--- config.mk ---
export PLATFORM = sky130hd
export DESIGN_NAME = radix_converter
export DESIGN_NICKNAME = d
export VERILOG_FILES = /design/src/rtl/rc_pkg.sv /design/src/rtl/rc_front.sv /design/src/rtl/rc_queue.sv /design/src/rtl/rc_back.sv /design/src/rtl/radix_converter.sv
export VERILOG_INCLUDE_DIRS = /design/src /design/src/rtl
export SDC_FILE = /design/constraint.sdc
export NUM_CORES = 1
export LEC_CHECK = 0
export BUFFER_PORTS_ARGS = -buffer_cell sky130_fd_sc_hd__buf_2
export CAP_MARGIN = 20
export CELL_PAD_IN_SITES_DETAIL_PLACEMENT = 0
export CELL_PAD_IN_SITES_GLOBAL_PLACEMENT = 1
export CORE_MARGIN = 2
export CORE_UTILIZATION = 48
export CTS_CLUSTER_DIAMETER = 80
export DETAILED_ROUTE_END_ITERATION = 8
export GPL_ROUTABILITY_DRIVEN = 0
export GPL_TIMING_DRIVEN = 0
export PLACE_DENSITY_LB_ADDON = 0.1
export SYNTH_ARGS = -nofsm -noshare
export SYNTH_HDL_FRONTEND = slang
export SYNTH_HIERARCHICAL = 1
export SYNTH_SLANG_ARGS = --single-unit
--- constraint.sdc ---
create_clock -name i_clk -period 5.4 [get_ports i_clk]
set_input_delay 1.62 -clock i_clk [delete_from_list [all_inputs] [get_ports i_clk]]
set_output_delay 1.62 -clock i_clk [all_outputs]
set_load 0.01 [all_outputs]
--- src/rtl/radix_converter_macros.svh ---
// Assertion macros for the radix converter.
`ifndef RADIX_CONVERTER_MACROS_SVH
`define RADIX_CONVERTER_MACROS_SVH

// expression holds at every rising clock edge out of reset
`define RC_ASSERT_HOLDS(lbl, clk, rst_n, expr, msg) \
    lbl: assert property (@(posedge clk) disable iff (!rst_n) (expr)) else $error(msg);

// antecedent implies consequent in the same cycle
`define RC_ASSERT_IMPLIES(lbl, clk, rst_n, ante, cons, msg) \
    lbl: assert property (@(posedge clk) disable iff (!rst_n) (ante) |-> (cons)) \
        else $error(msg);

`endif

--- src/rtl/rc_pkg.sv ---
// Shared types, constants and alphabet functions of the radix converter.
package rc_pkg;

    localparam int unsigned BASE_W      = 6;
    localparam int unsigned CHAR_W      = 8;
    localparam int unsigned CFG_IDX_W   = 2;
    localparam int unsigned QUEUE_DEPTH = 4;
    localparam int unsigned QPTR_W      = 2;
    localparam int unsigned QCNT_W      = 3;

    localparam logic [BASE_W-1:0] ALPHA_LEN  = 6'd62;
    localparam logic [BASE_W-1:0] BASE_MIN   = 6'd2;
    localparam logic [BASE_W-1:0] BASE_RESET = 6'd10;

    localparam logic [CFG_IDX_W-1:0] REG_IN_BASE  = 2'd0;
    localparam logic [CFG_IDX_W-1:0] REG_OUT_BASE = 2'd1;

    typedef enum logic [1:0] {
        ST_ACC,
        ST_DIV,
        ST_RD,
        ST_LOAD
    } t_state;

    typedef struct packed {
        logic [BASE_W-1:0] idx;
        logic              last;
    } t_entry;

    typedef struct packed {
        t_state state;
    } t_back_status;

    function automatic logic [BASE_W-1:0] char_to_index(input logic [CHAR_W-1:0] c);
        logic [BASE_W-1:0] r;
        if (c inside {[8'h30:8'h39]}) begin
            r = BASE_W'(c - 8'h30);
        end else if (c inside {[8'h41:8'h5A]}) begin
            r = BASE_W'(c - 8'h37);
        end else if (c inside {[8'h61:8'h7A]}) begin
            r = BASE_W'(c - 8'h3D);
        end else begin
            r = ALPHA_LEN;
        end
        return r;
    endfunction

    function automatic logic [CHAR_W-1:0] index_to_char(input logic [BASE_W-1:0] d);
        logic [CHAR_W-1:0] r;
        if (d < 6'd10) begin
            r = CHAR_W'(d) + 8'h30;
        end else if (d < 6'd36) begin
            r = CHAR_W'(d) + 8'h37;
        end else if (d < ALPHA_LEN) begin
            r = CHAR_W'(d) + 8'h3D;
        end else begin
            r = 8'h30;
        end
        return r;
    endfunction

    function automatic logic [BASE_W-1:0] clamp_base(input logic [BASE_W-1:0] b);
        logic [BASE_W-1:0] r;
        if (b < BASE_MIN) begin
            r = BASE_MIN;
        end else if (b > ALPHA_LEN) begin
            r = ALPHA_LEN;
        end else begin
            r = b;
        end
        return r;
    endfunction

endpackage

--- src/rtl/rc_front.sv ---
// Input side: takes characters and maps them to alphabet indices for the queue.
module rc_front (
    input  logic             i_rst_n,
    input  logic             i_s_tvalid,
    output logic             o_s_tready,
    input  logic [7:0]       i_s_tdata,   // [7:0] char_code
    input  logic             i_s_tlast,   // last_char
    input  logic             i_q_full,
    output logic             o_push,
    output rc_pkg::t_entry   o_entry
);
    import rc_pkg::*;

    assign o_s_tready    = i_rst_n && !i_q_full;
    assign o_push        = i_s_tvalid && o_s_tready;
    assign o_entry.idx   = char_to_index(i_s_tdata);
    assign o_entry.last  = i_s_tlast;

endmodule

--- src/rtl/rc_queue.sv ---
// Short queue of classified characters between the front and the back.
module rc_queue (
    input  logic                       i_clk,
    input  logic                       i_rst_n,
    input  logic                       i_push,
    input  rc_pkg::t_entry             i_entry,
    output logic                       o_full,
    input  logic                       i_pop,
    output logic                       o_valid,
    output rc_pkg::t_entry             o_entry,
    output logic [rc_pkg::QCNT_W-1:0]  o_count
);
    import rc_pkg::*;

    t_entry              r_mem [QUEUE_DEPTH];
    logic [QPTR_W-1:0]   r_wptr;
    logic [QPTR_W-1:0]   r_rptr;
    logic [QCNT_W-1:0]   r_count;
    logic                w_push;
    logic                w_pop;

    assign o_full  = (r_count == QCNT_W'(QUEUE_DEPTH));
    assign o_valid = (r_count != '0);
    assign o_entry = r_mem[r_rptr];
    assign o_count = r_count;
    assign w_push  = i_push && !o_full;
    assign w_pop   = i_pop && o_valid;

    always_ff @(posedge i_clk) begin
        if (w_push) begin
            r_mem[r_wptr] <= i_entry;
        end
    end

    always_ff @(posedge i_clk) begin
        if (!i_rst_n) begin
            r_wptr  <= '0;
            r_rptr  <= '0;
            r_count <= '0;
        end else begin
            if (w_push) begin
                r_wptr <= r_wptr + 1'b1;
            end
            if (w_pop) begin
                r_rptr <= r_rptr + 1'b1;
            end
            if (w_push && !w_pop) begin
                r_count <= r_count + 1'b1;
            end else if (w_pop && !w_push) begin
                r_count <= r_count - 1'b1;
            end
        end
    end

endmodule

--- src/rtl/rc_back.sv ---
// Back end: accumulates digits, converts by bit-serial division, emits digits.
module rc_back #(
    parameter int unsigned NUM_WIDTH  = 32,
    parameter int unsigned MAX_DIGITS = 32
) (
    input  logic                       i_clk,
    input  logic                       i_rst_n,
    input  logic [rc_pkg::BASE_W-1:0]  i_in_base,
    input  logic [rc_pkg::BASE_W-1:0]  i_out_base,
    input  logic                       i_q_valid,
    input  rc_pkg::t_entry             i_q_entry,
    output logic                       o_pop,
    output logic                       o_m_valid,
    input  logic                       i_m_ready,
    output logic [rc_pkg::CHAR_W-1:0]  o_m_char,
    output logic                       o_m_last,
    output rc_pkg::t_back_status       o_status
);
    import rc_pkg::*;

    localparam int unsigned CNT_W  = $clog2(MAX_DIGITS + 1);
    localparam int unsigned ADDR_W = $clog2(MAX_DIGITS);
    localparam int unsigned BIT_W  = $clog2(NUM_WIDTH);

    t_state               r_state, n_state;
    logic [NUM_WIDTH-1:0] r_acc, n_acc;
    logic [NUM_WIDTH-1:0] r_val, n_val;
    logic [BASE_W-1:0]    r_rem, n_rem;
    logic [BIT_W-1:0]     r_bit, n_bit;
    logic [CNT_W-1:0]     r_n, n_n;
    logic [ADDR_W-1:0]    r_ptr, n_ptr;
    logic [BASE_W-1:0]    r_rd_data;
    logic [BASE_W-1:0]    r_store [MAX_DIGITS];
    logic                 r_out_valid;
    logic [CHAR_W-1:0]    r_out_char;
    logic                 r_out_last;

    logic [BASE_W-1:0]    w_ib;
    logic [BASE_W-1:0]    w_ob;
    logic [NUM_WIDTH-1:0] w_acc_sum;
    logic [BASE_W:0]      w_trial;
    logic                 w_ge;
    logic [BASE_W-1:0]    w_rem_step;
    logic [NUM_WIDTH-1:0] w_quo_step;
    logic                 w_last_bit;
    logic                 w_room;
    logic [CNT_W-1:0]     w_n_inc;
    logic                 w_out_free;
    logic                 w_load;

    assign w_ib      = clamp_base(i_in_base);
    assign w_ob      = clamp_base(i_out_base);
    assign w_acc_sum = r_acc * NUM_WIDTH'(w_ib) + NUM_WIDTH'(i_q_entry.idx);

    // one restoring division step per cycle
    assign w_trial    = {r_rem, r_val[NUM_WIDTH-1]};
    assign w_ge       = (w_trial >= {1'b0, w_ob});
    assign w_rem_step = w_ge ? BASE_W'(w_trial - {1'b0, w_ob}) : w_trial[BASE_W-1:0];
    assign w_quo_step = {r_val[NUM_WIDTH-2:0], w_ge};
    assign w_last_bit = (r_bit == BIT_W'(NUM_WIDTH - 1));
    assign w_room     = (r_n < CNT_W'(MAX_DIGITS));
    assign w_n_inc    = w_room ? r_n + 1'b1 : r_n;

    assign w_out_free = !r_out_valid || i_m_ready;
    assign o_pop      = (r_state == ST_ACC) && i_q_valid;
    assign w_load     = (r_state == ST_LOAD) && w_out_free;

    always_comb begin
        n_state = r_state;
        case (r_state)
            ST_ACC: begin
                if (i_q_valid && i_q_entry.last) begin
                    n_state = ST_DIV;
                end
            end
            ST_DIV: begin
                if (w_last_bit && (w_quo_step == '0)) begin
                    n_state = ST_RD;
                end
            end
            ST_RD: begin
                n_state = ST_LOAD;
            end
            ST_LOAD: begin
                if (w_out_free) begin
                    n_state = (r_ptr == '0) ? ST_ACC : ST_RD;
                end
            end
            default: begin
                n_state = ST_ACC;
            end
        endcase
    end

    always_comb begin
        n_acc = r_acc;
        n_val = r_val;
        n_rem = r_rem;
        n_bit = r_bit;
        n_n   = r_n;
        n_ptr = r_ptr;
        case (r_state)
            ST_ACC: begin
                if (i_q_valid) begin
                    if (i_q_entry.last) begin
                        n_acc = '0;
                        n_val = w_acc_sum;
                        n_rem = '0;
                        n_bit = '0;
                        n_n   = '0;
                    end else begin
                        n_acc = w_acc_sum;
                    end
                end
            end
            ST_DIV: begin
                n_val = w_quo_step;
                if (w_last_bit) begin
                    n_rem = '0;
                    n_bit = '0;
                    n_n   = w_n_inc;
                    n_ptr = ADDR_W'(w_n_inc - 1'b1);
                end else begin
                    n_rem = w_rem_step;
                    n_bit = r_bit + 1'b1;
                end
            end
            ST_LOAD: begin
                if (w_out_free && (r_ptr != '0)) begin
                    n_ptr = r_ptr - 1'b1;
                end
            end
            default: begin
            end
        endcase
    end

    always_ff @(posedge i_clk) begin
        if ((r_state == ST_DIV) && w_last_bit && w_room) begin
            r_store[r_n[ADDR_W-1:0]] <= w_rem_step;
        end
        if (r_state == ST_RD) begin
            r_rd_data <= r_store[r_ptr];
        end
    end

    always_ff @(posedge i_clk) begin
        if (!i_rst_n) begin
            r_state     <= ST_ACC;
            r_acc       <= '0;
            r_n         <= '0;
            r_ptr       <= '0;
            r_bit       <= '0;
            r_out_valid <= 1'b0;
        end else begin
            r_state <= n_state;
            r_acc   <= n_acc;
            r_n     <= n_n;
            r_ptr   <= n_ptr;
            r_bit   <= n_bit;
            if (w_load) begin
                r_out_valid <= 1'b1;
            end else if (i_m_ready) begin
                r_out_valid <= 1'b0;
            end
        end
    end

    always_ff @(posedge i_clk) begin
        r_val <= n_val;
        r_rem <= n_rem;
        if (w_load) begin
            r_out_char <= index_to_char(r_rd_data);
            r_out_last <= (r_ptr == '0);
        end
    end

    assign o_m_valid      = r_out_valid;
    assign o_m_char       = r_out_char;
    assign o_m_last       = r_out_last;
    assign o_status.state = r_state;

endmodule

--- src/rtl/radix_converter.sv ---
// Radix converter top level: base-62 alphabet digits in, digits in another radix out.
//
// Input stream (s_axis): one ASCII character per transfer, tlast on the final
// character of a number. Characters map to 0-9A-Za-z indices, others to 62.
// Output stream (m_axis): the value's digits in the output radix, most
// significant first, tlast on the final digit. Zero gives the single digit '0'.
// Config channel: index 0 writes in_base, index 1 writes out_base (6 bits,
// used clamped to 2..62); other indices are ignored. Write only when idle.
// An ordinary character passes through the back end's multiply-add, and up
// to four wait in the input queue. The final character goes through the
// bit-serial divider once per output digit; each digit is then read from
// the digit memory and loaded into the output register.
// Reset (synchronous, active low) clears the value, queue and output; both
// radices return to 10. A stalled receiver holds the output register and
// stops the back end in its load state; the queue still takes characters until full.
module radix_converter #(
    parameter int unsigned NUM_WIDTH  = 32,
    parameter int unsigned MAX_DIGITS = 32
) (
    input  logic                          i_clk,
    input  logic                          i_rst_n,
    input  logic                          s_axis_tvalid,
    output logic                          s_axis_tready,
    input  logic [7:0]                    s_axis_tdata,   // [7:0] char_code
    input  logic                          s_axis_tlast,   // last_char
    output logic                          m_axis_tvalid,
    input  logic                          m_axis_tready,
    output logic [7:0]                    m_axis_tdata,   // [7:0] digit_char
    output logic                          m_axis_tlast,   // last_digit
    input  logic                          i_cfg_valid,
    output logic                          o_cfg_ready,
    input  logic [rc_pkg::CFG_IDX_W-1:0]  i_cfg_index,
    input  logic [rc_pkg::BASE_W-1:0]     i_cfg_data
);
    import rc_pkg::*;

    `include "radix_converter_macros.svh"

    logic [BASE_W-1:0]  r_in_base;
    logic [BASE_W-1:0]  r_out_base;
    logic               w_push;
    t_entry             w_push_entry;
    logic               w_q_full;
    logic               w_pop;
    logic               w_q_valid;
    t_entry             w_q_entry;
    logic [QCNT_W-1:0]  w_q_count;
    t_back_status       w_back_status;

    assign o_cfg_ready = 1'b1;

    always_ff @(posedge i_clk) begin
        if (!i_rst_n) begin
            r_in_base  <= BASE_RESET;
            r_out_base <= BASE_RESET;
        end else if (i_cfg_valid && o_cfg_ready) begin
            case (i_cfg_index)
                REG_IN_BASE:  r_in_base  <= i_cfg_data;
                REG_OUT_BASE: r_out_base <= i_cfg_data;
                default: begin
                end
            endcase
        end
    end

    rc_front u_front (
        .i_rst_n    (i_rst_n),
        .i_s_tvalid (s_axis_tvalid),
        .o_s_tready (s_axis_tready),
        .i_s_tdata  (s_axis_tdata),
        .i_s_tlast  (s_axis_tlast),
        .i_q_full   (w_q_full),
        .o_push     (w_push),
        .o_entry    (w_push_entry)
    );

    rc_queue u_queue (
        .i_clk   (i_clk),
        .i_rst_n (i_rst_n),
        .i_push  (w_push),
        .i_entry (w_push_entry),
        .o_full  (w_q_full),
        .i_pop   (w_pop),
        .o_valid (w_q_valid),
        .o_entry (w_q_entry),
        .o_count (w_q_count)
    );

    rc_back #(
        .NUM_WIDTH  (NUM_WIDTH),
        .MAX_DIGITS (MAX_DIGITS)
    ) u_back (
        .i_clk      (i_clk),
        .i_rst_n    (i_rst_n),
        .i_in_base  (r_in_base),
        .i_out_base (r_out_base),
        .i_q_valid  (w_q_valid),
        .i_q_entry  (w_q_entry),
        .o_pop      (w_pop),
        .o_m_valid  (m_axis_tvalid),
        .i_m_ready  (m_axis_tready),
        .o_m_char   (m_axis_tdata),
        .o_m_last   (m_axis_tlast),
        .o_status   (w_back_status)
    );

    `RC_ASSERT_HOLDS(a_queue_bound, i_clk, i_rst_n,
        w_q_count <= QCNT_W'(QUEUE_DEPTH), "queue overfilled")
    `RC_ASSERT_IMPLIES(a_accept_room, i_clk, i_rst_n, s_axis_tvalid && s_axis_tready,
        w_q_count < QCNT_W'(QUEUE_DEPTH), "transfer taken into full queue")
    `RC_ASSERT_IMPLIES(a_out_from_load, i_clk, i_rst_n, $rose(m_axis_tvalid),
        $past(w_back_status.state) == ST_LOAD, "digit shown outside load state")

endmodule
; Word level (Yosys, flattened, before mapping)
; Memories as Yosys holds them, arrays and structs flattened. A register that Yosys moved wholly into a read port is not among the register bits.
; Cells that the tools add are included.
[word_totals]
in_bits = 22
ff_bits = 117
out_inout_bits = 12
memories = 2
mem_bits_rw = 220
romBits = 0
latch_bits = 0
[memory_table]
columns = memory, words, width, read_ports, rd_clocked_by_memory_dff, write_ports, line_no
row1 = u_back.r_store, 32, 6, 1, 1, 1, rc_back.sv:33  ; logic [BASE_W-1:0] r_store [MAX_DIGITS];
row2 = u_queue.r_mem, 4, 7, 1, 1, 1, rc_queue.sv:15  ; t_entry r_mem [QUEUE_DEPTH];
[op_classes]
bitwise = 0
magnitude_cmp = 15
n_reduce_logical = 38
add_sub_neg = 16
shift = 0
div_mod_pow = 0
muxes = 44
n_eq_ne = 13
multipliers = 1
[op_table]
columns = cell, count
row1 = 32-bit 2-to-1 mux, 3
row2 = 6-bit 2-to-1 mux, 13
row3 = 32-bit one-hot mux with 2 select lines, 1
row4 = 32-bit by 6-bit adder with 32-bit output, 1
row5 = 32-bit zero test, 1
row6 = 32-bit by 6-bit multiplier with 32-bit output, 1
row7 = 5-bit 2-to-1 mux, 5
row8 = 8-bit 2-to-1 mux, 3
row9 = 6-bit one-hot mux with 2 select lines, 2
row10 = "6-bit by 6-bit adder with 7-bit output, second input constant", 3
row11 = 5-bit one-hot mux with 2 select lines, 2
row12 = "6-bit < comparator, second input constant", 3
row13 = "6-bit subtractor, second input constant", 3
row14 = "8-bit by 7-bit greater-or-equal comparator with 1-bit output, second input constant", 2
row15 = "8-bit by 7-bit <= comparator with 1-bit output, second input constant", 2
row16 = 1-bit logical AND, 16
row17 = "6-bit > comparator, second input constant", 2
row18 = "6-bit by 2-bit < comparator with 1-bit output, second input constant", 2
row19 = 2-bit 2-to-1 mux, 6
row20 = "2-bit by 1-bit != test with 1-bit output, second input constant", 5
row21 = "5-bit by 1-bit subtractor with 5-bit output, second input constant", 2
row22 = 3-bit AND reduction, 3
row23 = "8-bit by 6-bit greater-or-equal comparator with 1-bit output, second input constant", 1
row24 = "8-bit by 6-bit <= comparator with 1-bit output, second input constant", 1
row25 = 25 further kinds, 44

; Depth between registers and ports, before layout
[logic_depth]
word_depth = 9
mapped_depth = 23
mapped_depth_nobuf = 21

; Cells and area by module
; Netlist, hierarchy kept.
[modules_own_cells]
columns = module, instances, area_each_um2, cells_per_inst
row1 = rc_back, 1, 17859.6, 1397
row2 = rc_queue, 1, 1498.9, 85
row3 = rc_front, 1, 513.0, 69
row4 = radix_converter, 1, 505.5, 52

; Least setup slack after synthesis
; OpenSTA, ideal clock, no wires.
[synth_path]
kind = reg-to-reg
start = reg r_in_base[2]
end = reg u_back.r_val[31], data pin
path_stages_with_launch = 22
required_ps = 5140
setup_slack_ps = 128
setup_ps = 260
arrival_time_ps = 5013
synth_period_minus_slack_ps = 5272
path_cell_list = dfxtp_1 > o41ai_4 > a21boi_2 > clkbuf_1 > and2_1 > fa_1 > inv_1 > fa_1 > inv_1 > fa_1 > inv_1 > fa_1 > inv_1 > ha_1 > nand2_1 > a211oi_2 > o21ai_2 > a21oi_1 > o41ai_2 > o21ai_1 > xnor2_1 > mux2_2
[synth_between]
elab_chain_cells = 8
elab_cells_between_ends = 9
cone_classes = 1 x add/sub / 1 x mul / 2 x order compare / 5 x mux
[synth_rtl]
columns = element, line_no
row1 = start: declaration, radix_converter.sv:39  ; logic [BASE_W-1:0] r_in_base;
row2 = start signal: assignment, radix_converter.sv:58  ; REG_IN_BASE: r_in_base <= i_cfg_data;
row3 = 6-bit > comparator, rc_pkg.sv:66  ; end else if (b > ALPHA_LEN) begin
row4 = 6-bit 2-to-1 mux, rc_pkg.sv:66
row5 = 6-bit 2-to-1 mux *, rc_pkg.sv:64  ; if (b < BASE_MIN) begin
row6 = 32-bit by 6-bit multiplier with 32-bit output *, rc_back.sv:53  ; assign w_acc_sum = r_acc * NUM_WIDTH'(w_ib) + NUM_WIDTH'(i_q_entry.idx);
row7 = 32-bit by 6-bit adder with 32-bit output *, rc_back.sv:53
row8 = 32-bit 2-to-1 mux *, rc_back.sv:105  ; if (i_q_entry.last) begin
row9 = 32-bit 2-to-1 mux *, rc_back.sv:104  ; if (i_q_valid) begin
row10 = 32-bit one-hot mux with 2 select lines *, rc_back.sv:102  ; case (r_state)
row11 = via u_back.n_val[31], rc_back.sv:27  ; logic [NUM_WIDTH-1:0] r_val, n_val;
row12 = end signal: assignment, rc_back.sv:170  ; r_val <= n_val;
row13 = end: declaration, rc_back.sv:27
; Mark *: on every way through the listed nets, which the timed path passes. The rest lies on a longest branch. The select of a mux whose other input is x is not followed.
; A chain may end at the register's enable or synchronous reset.

; Worst setup path in the final report
[layout_path]
start = reg r_in_base[3]
end = reg u_back.r_val[23], data pin
; The elaborated chain is that of the path after synthesis.

==> metrics list <==
- In this run the cell area measured after placement is 0.0212 mm².
- Average routed wire per standard cell: 21.1 µm
- Clock insertion delay at the later pin of the skew report: between 500 and 600 ps
- Peak VDD IR: 0.305 mV
- STA classifies the critical path endpoint as a register.
- Synthesis inferred 344 register bits.
* Headroom to the max-slew limit: 0.426
* Result of the run: finished, violations left
* Top cell types by occurrence after synthesis: 272 x edfxtp_1, 182 x and2_1, 130 x nand2_1
* Post-layout worst setup margin: -67.9 ps
- Vias: 12800
- Final worst clock skew: between 20 and 25 ps
- The critical path is of the reg2reg type.
- Number of maximum-capacitance violations: 0
- The area growth from synthesis to layout is 14.5%.
- Arrival time of the worst setup path: 5740 ps
- In this design, the critical path's most frequently occurring cell is fa_1.
* Initial antenna violation count: 1
- Yosys Warn Count: 6
* Worst path max stage delay: around 520 ps
- The total overflow left after global routing is 0.
- Worst Path Buf+Inv: 2
- Pin count of the biggest net entering global routing: 41
* Cell count after synthesis: 1603
* Worst-margin pin slew: 860 ps
- In this run the worst path has a maximum fanout of 10.
* DIE AREA: 0.0441 mm²
* Leakage power total: slightly above 0.009 µW
- The initial utilization of the core area, before any placement, comes to 0.486.
* Wire length of the first global-routing pass: 75300 µm
- The biggest area contributor in the post-synthesis netlist is edfxtp_1.
* Highest attainable clock frequency: 0.183 GHz
- The checks that failed: setup timing.
- In the post-synthesis netlist, the biggest area contributors are edfxtp_1 40%, fa_1 11%, mux4_2 7.4%, dfxtp_1 7.1%, ha_1 5.8%.
- Average cell area after synthesis: 12.7 µm²
* Core area: 0.0419 mm²
- Worst Hold Margin: roughly 460 ps
* Nets: around 1900
* P per Cell Area: 375 mW/mm²
* Net Count, Synth: 1833
- Share of final-layout standard cells stronger than drive strength 1: 0.201
- The number of global-route vias before repair came to 13200.
- Crit path cell chain: o41ai_4, a21boi_4, buf_4, buf_8, and2_1, fa_1, fa_1, fa_1, ha_1, ha_1, nand3_1, o22ai_1, nor2_1, a211oi_4, o21bai_1, a31oi_1, o21ai_1, a31o_1
- The smallest clock period supported by the final layout is computed as 5470 ps.
- Die X: roughly 210 µm
* Initial drt markers: 1119
- Area share of the largest cell type after synthesis: 0.401
- Input and output buffers added on the ports amount to 29.
- End-of-flow core utilization: 0.556
- Among all stages on the critical path, the largest delay is contributed by fa_1.
- Clock sink total: 344
* Min-Delay Path Class: reg2reg
- The first TritonRoute pass finished after 5 iterations.
- Pin placement for this block handled 34 I/O pins.
- Inst Count DP: 2173
- Dividing the final minimum period by the clock period gives 1.01.
- Wires add up to 47700 µm.
- Number of levels the H-tree was split into: 2
- Final antenna diode count: 0
- Setup repair after global routing could not meet its margin everywhere.
- For this run, the register share of the synthesized area comes to 0.472.
- Final Hold Fails: 0
- TritonCTS built the clock tree.
- In the synthesized netlist the async set-or-reset flop fraction comes to 0.
- Leading register cell type out of synthesis: edfxtp_1
* Element type at the critical path start: register
* Post-detailed-placement half-perimeter wirelength: 34000 µm
- Clock-pin transition on the worst setup and hold timing paths: approximately 60 ps
- Post-route ant nets: 0
- The clock passes through at most 3 buffers.
* DRC Markers: 0
- Clock Tree Root: clkbuf_16
- The final max-slew violation count was 0.
* CP Data Required Time: 5670 ps
- Post-Layout Cell Count: 2267
- Count of flip-flops with a built-in enable after synthesis: 272
- The floorplan step set the die height to 210 µm.
- Std-Cell Rows: 75
- Vias per std cell: between 5 and 6
- Total track usage: 0.223
* Cell family with the largest share of critical-path delay: adder cells
- Final setup viols: 4
- Post-synth cell types: between 70 and 80
- The mapped netlist covers between 0.02 and 0.025 mm².
- TritonCTS created 38 clock buffers.
- The most common cell in the synthesized netlist is edfxtp_1.
- After routing the design area is 0.0233 mm².
- Filler instances: about 3500
- Worst slack at placement: -995 ps
tightest hold or removal path: cells and delay by family, from the launching register on:
| kind | cells | cell delay [ps] |
|---|---|---|
| muxes | 1 | 50 |
| and+or+nand+nor | 1 | 50 |
| DFF | 1 | 310 |
layer usage:
metal  vias to the layer above  global-route usage  part of all wire
li1                       5944                   -                 -
met1                      6451               0.328              0.47
met2                       318               0.345              0.45
met3                        50              0.0441             0.061
met4                         0              0.0450             0.014
met5                         -                   0                 0
final timing paths:
| check | from | endpoint | slack (ps) | cells after the start |
|---|---|---|---|---|
| worst min-delay path | r_out_base[0]$_SDFFE_PN0P_ | r_out_base[0]$_SDFFE_PN0P_ | 460 | 2 |
| worst min register to register | r_out_base[0]$_SDFFE_PN0P_ | r_out_base[0]$_SDFFE_PN0P_ | 460 | 2 |
| worst max register to register | r_in_base[3]$_SDFFE_PN1P_ | u_back/r_val[23]$_DFFE_PP_ | -70 | 18 |
| worst max-delay path | r_in_base[3]$_SDFFE_PN1P_ | u_back/r_val[23]$_DFFE_PP_ | -70 | 18 |
where the power goes:
group | internal (µW) | switching, µW | leakage, µW
registers | 3680 | 153 | 0.00306
clock network | 1450 | 1050 | 0.000593
logic | 797 | 1630 | 0.00542
total | 5920 | 2830 | 0.00907
cell families (layout without fill, tap and decap cells):
kind of cell,after synthesis,after routing,share of synthesized area
compound gates,220,220,0.0732
buf+inv,147,272,0.0316
fa+ha+maj,208,208,0.170
other cells,2,2,0.000369
flops,344,344,0.472
simple gates,524,524,0.137
mux,108,108,0.0955
xor+xnor,50,50,0.0215
sequential cells by signal, indices dropped and copies added, names as in the netlist, named ones only:
register / count
r_in_base: 6
r_out_base: 6
u_back/o_m_char: 7
u_back/o_m_last: 1
u_back/o_m_valid: 1
u_back/o_status: 2
u_back/r_acc: 32
u_back/r_bit: 5
u_back/r_n: 6
u_back/r_ptr: 5
u_back/r_rd_data: 6
u_back/r_rem: 6
u_back/r_store: 192
u_back/r_val: 32
u_queue/o_count: 3
u_queue/r_mem: 28
u_queue/r_rptr: 2
u_queue/r_wptr: 2
final cells by class:
type,count,area [µm²],share of cell area
buffer,75,449,0.0193
clock buffer,47,1020,0.0435
clock inverter,22,190,0.00815
inverter,71,267,0.0114
multi-input combinational,1112,10700,0.459
sequential,344,9620,0.412
tap,539,674,0.0289
timing repair buffer,57,407,0.0174
through the flow:
step	power [µW]	setup TNS [ps]
floorplan	5210	0
global placement	5940	-26200
detailed placement	6060	-27130
CTS	8760	-4.62
global route	9200	-1650
finish	8760	-174
cells in the final DEF, fill, tap and decap left out, types with 35 or more instances in the layout:
cell type and count:
edfxtp_1 272, mux4_2 67, clkbuf_16 39, clkbuf_1 43, nor2_1 71, ha_1 73, fa_1 114, o21ai_0 49
inv_1 66, nand2_1 126, a21oi_1 41, nor2b_1 35, buf_2 35, dfxtp_1 68, and2_1 180
repair_timing:
item,CTS,global route
hold buffers,0,0
endpoints found under the setup margin,48,28
pin swaps,42,34
buffers inserted,17,9
resized for setup,94,49
No activity file was read; power rests on OpenSTA's default activity.
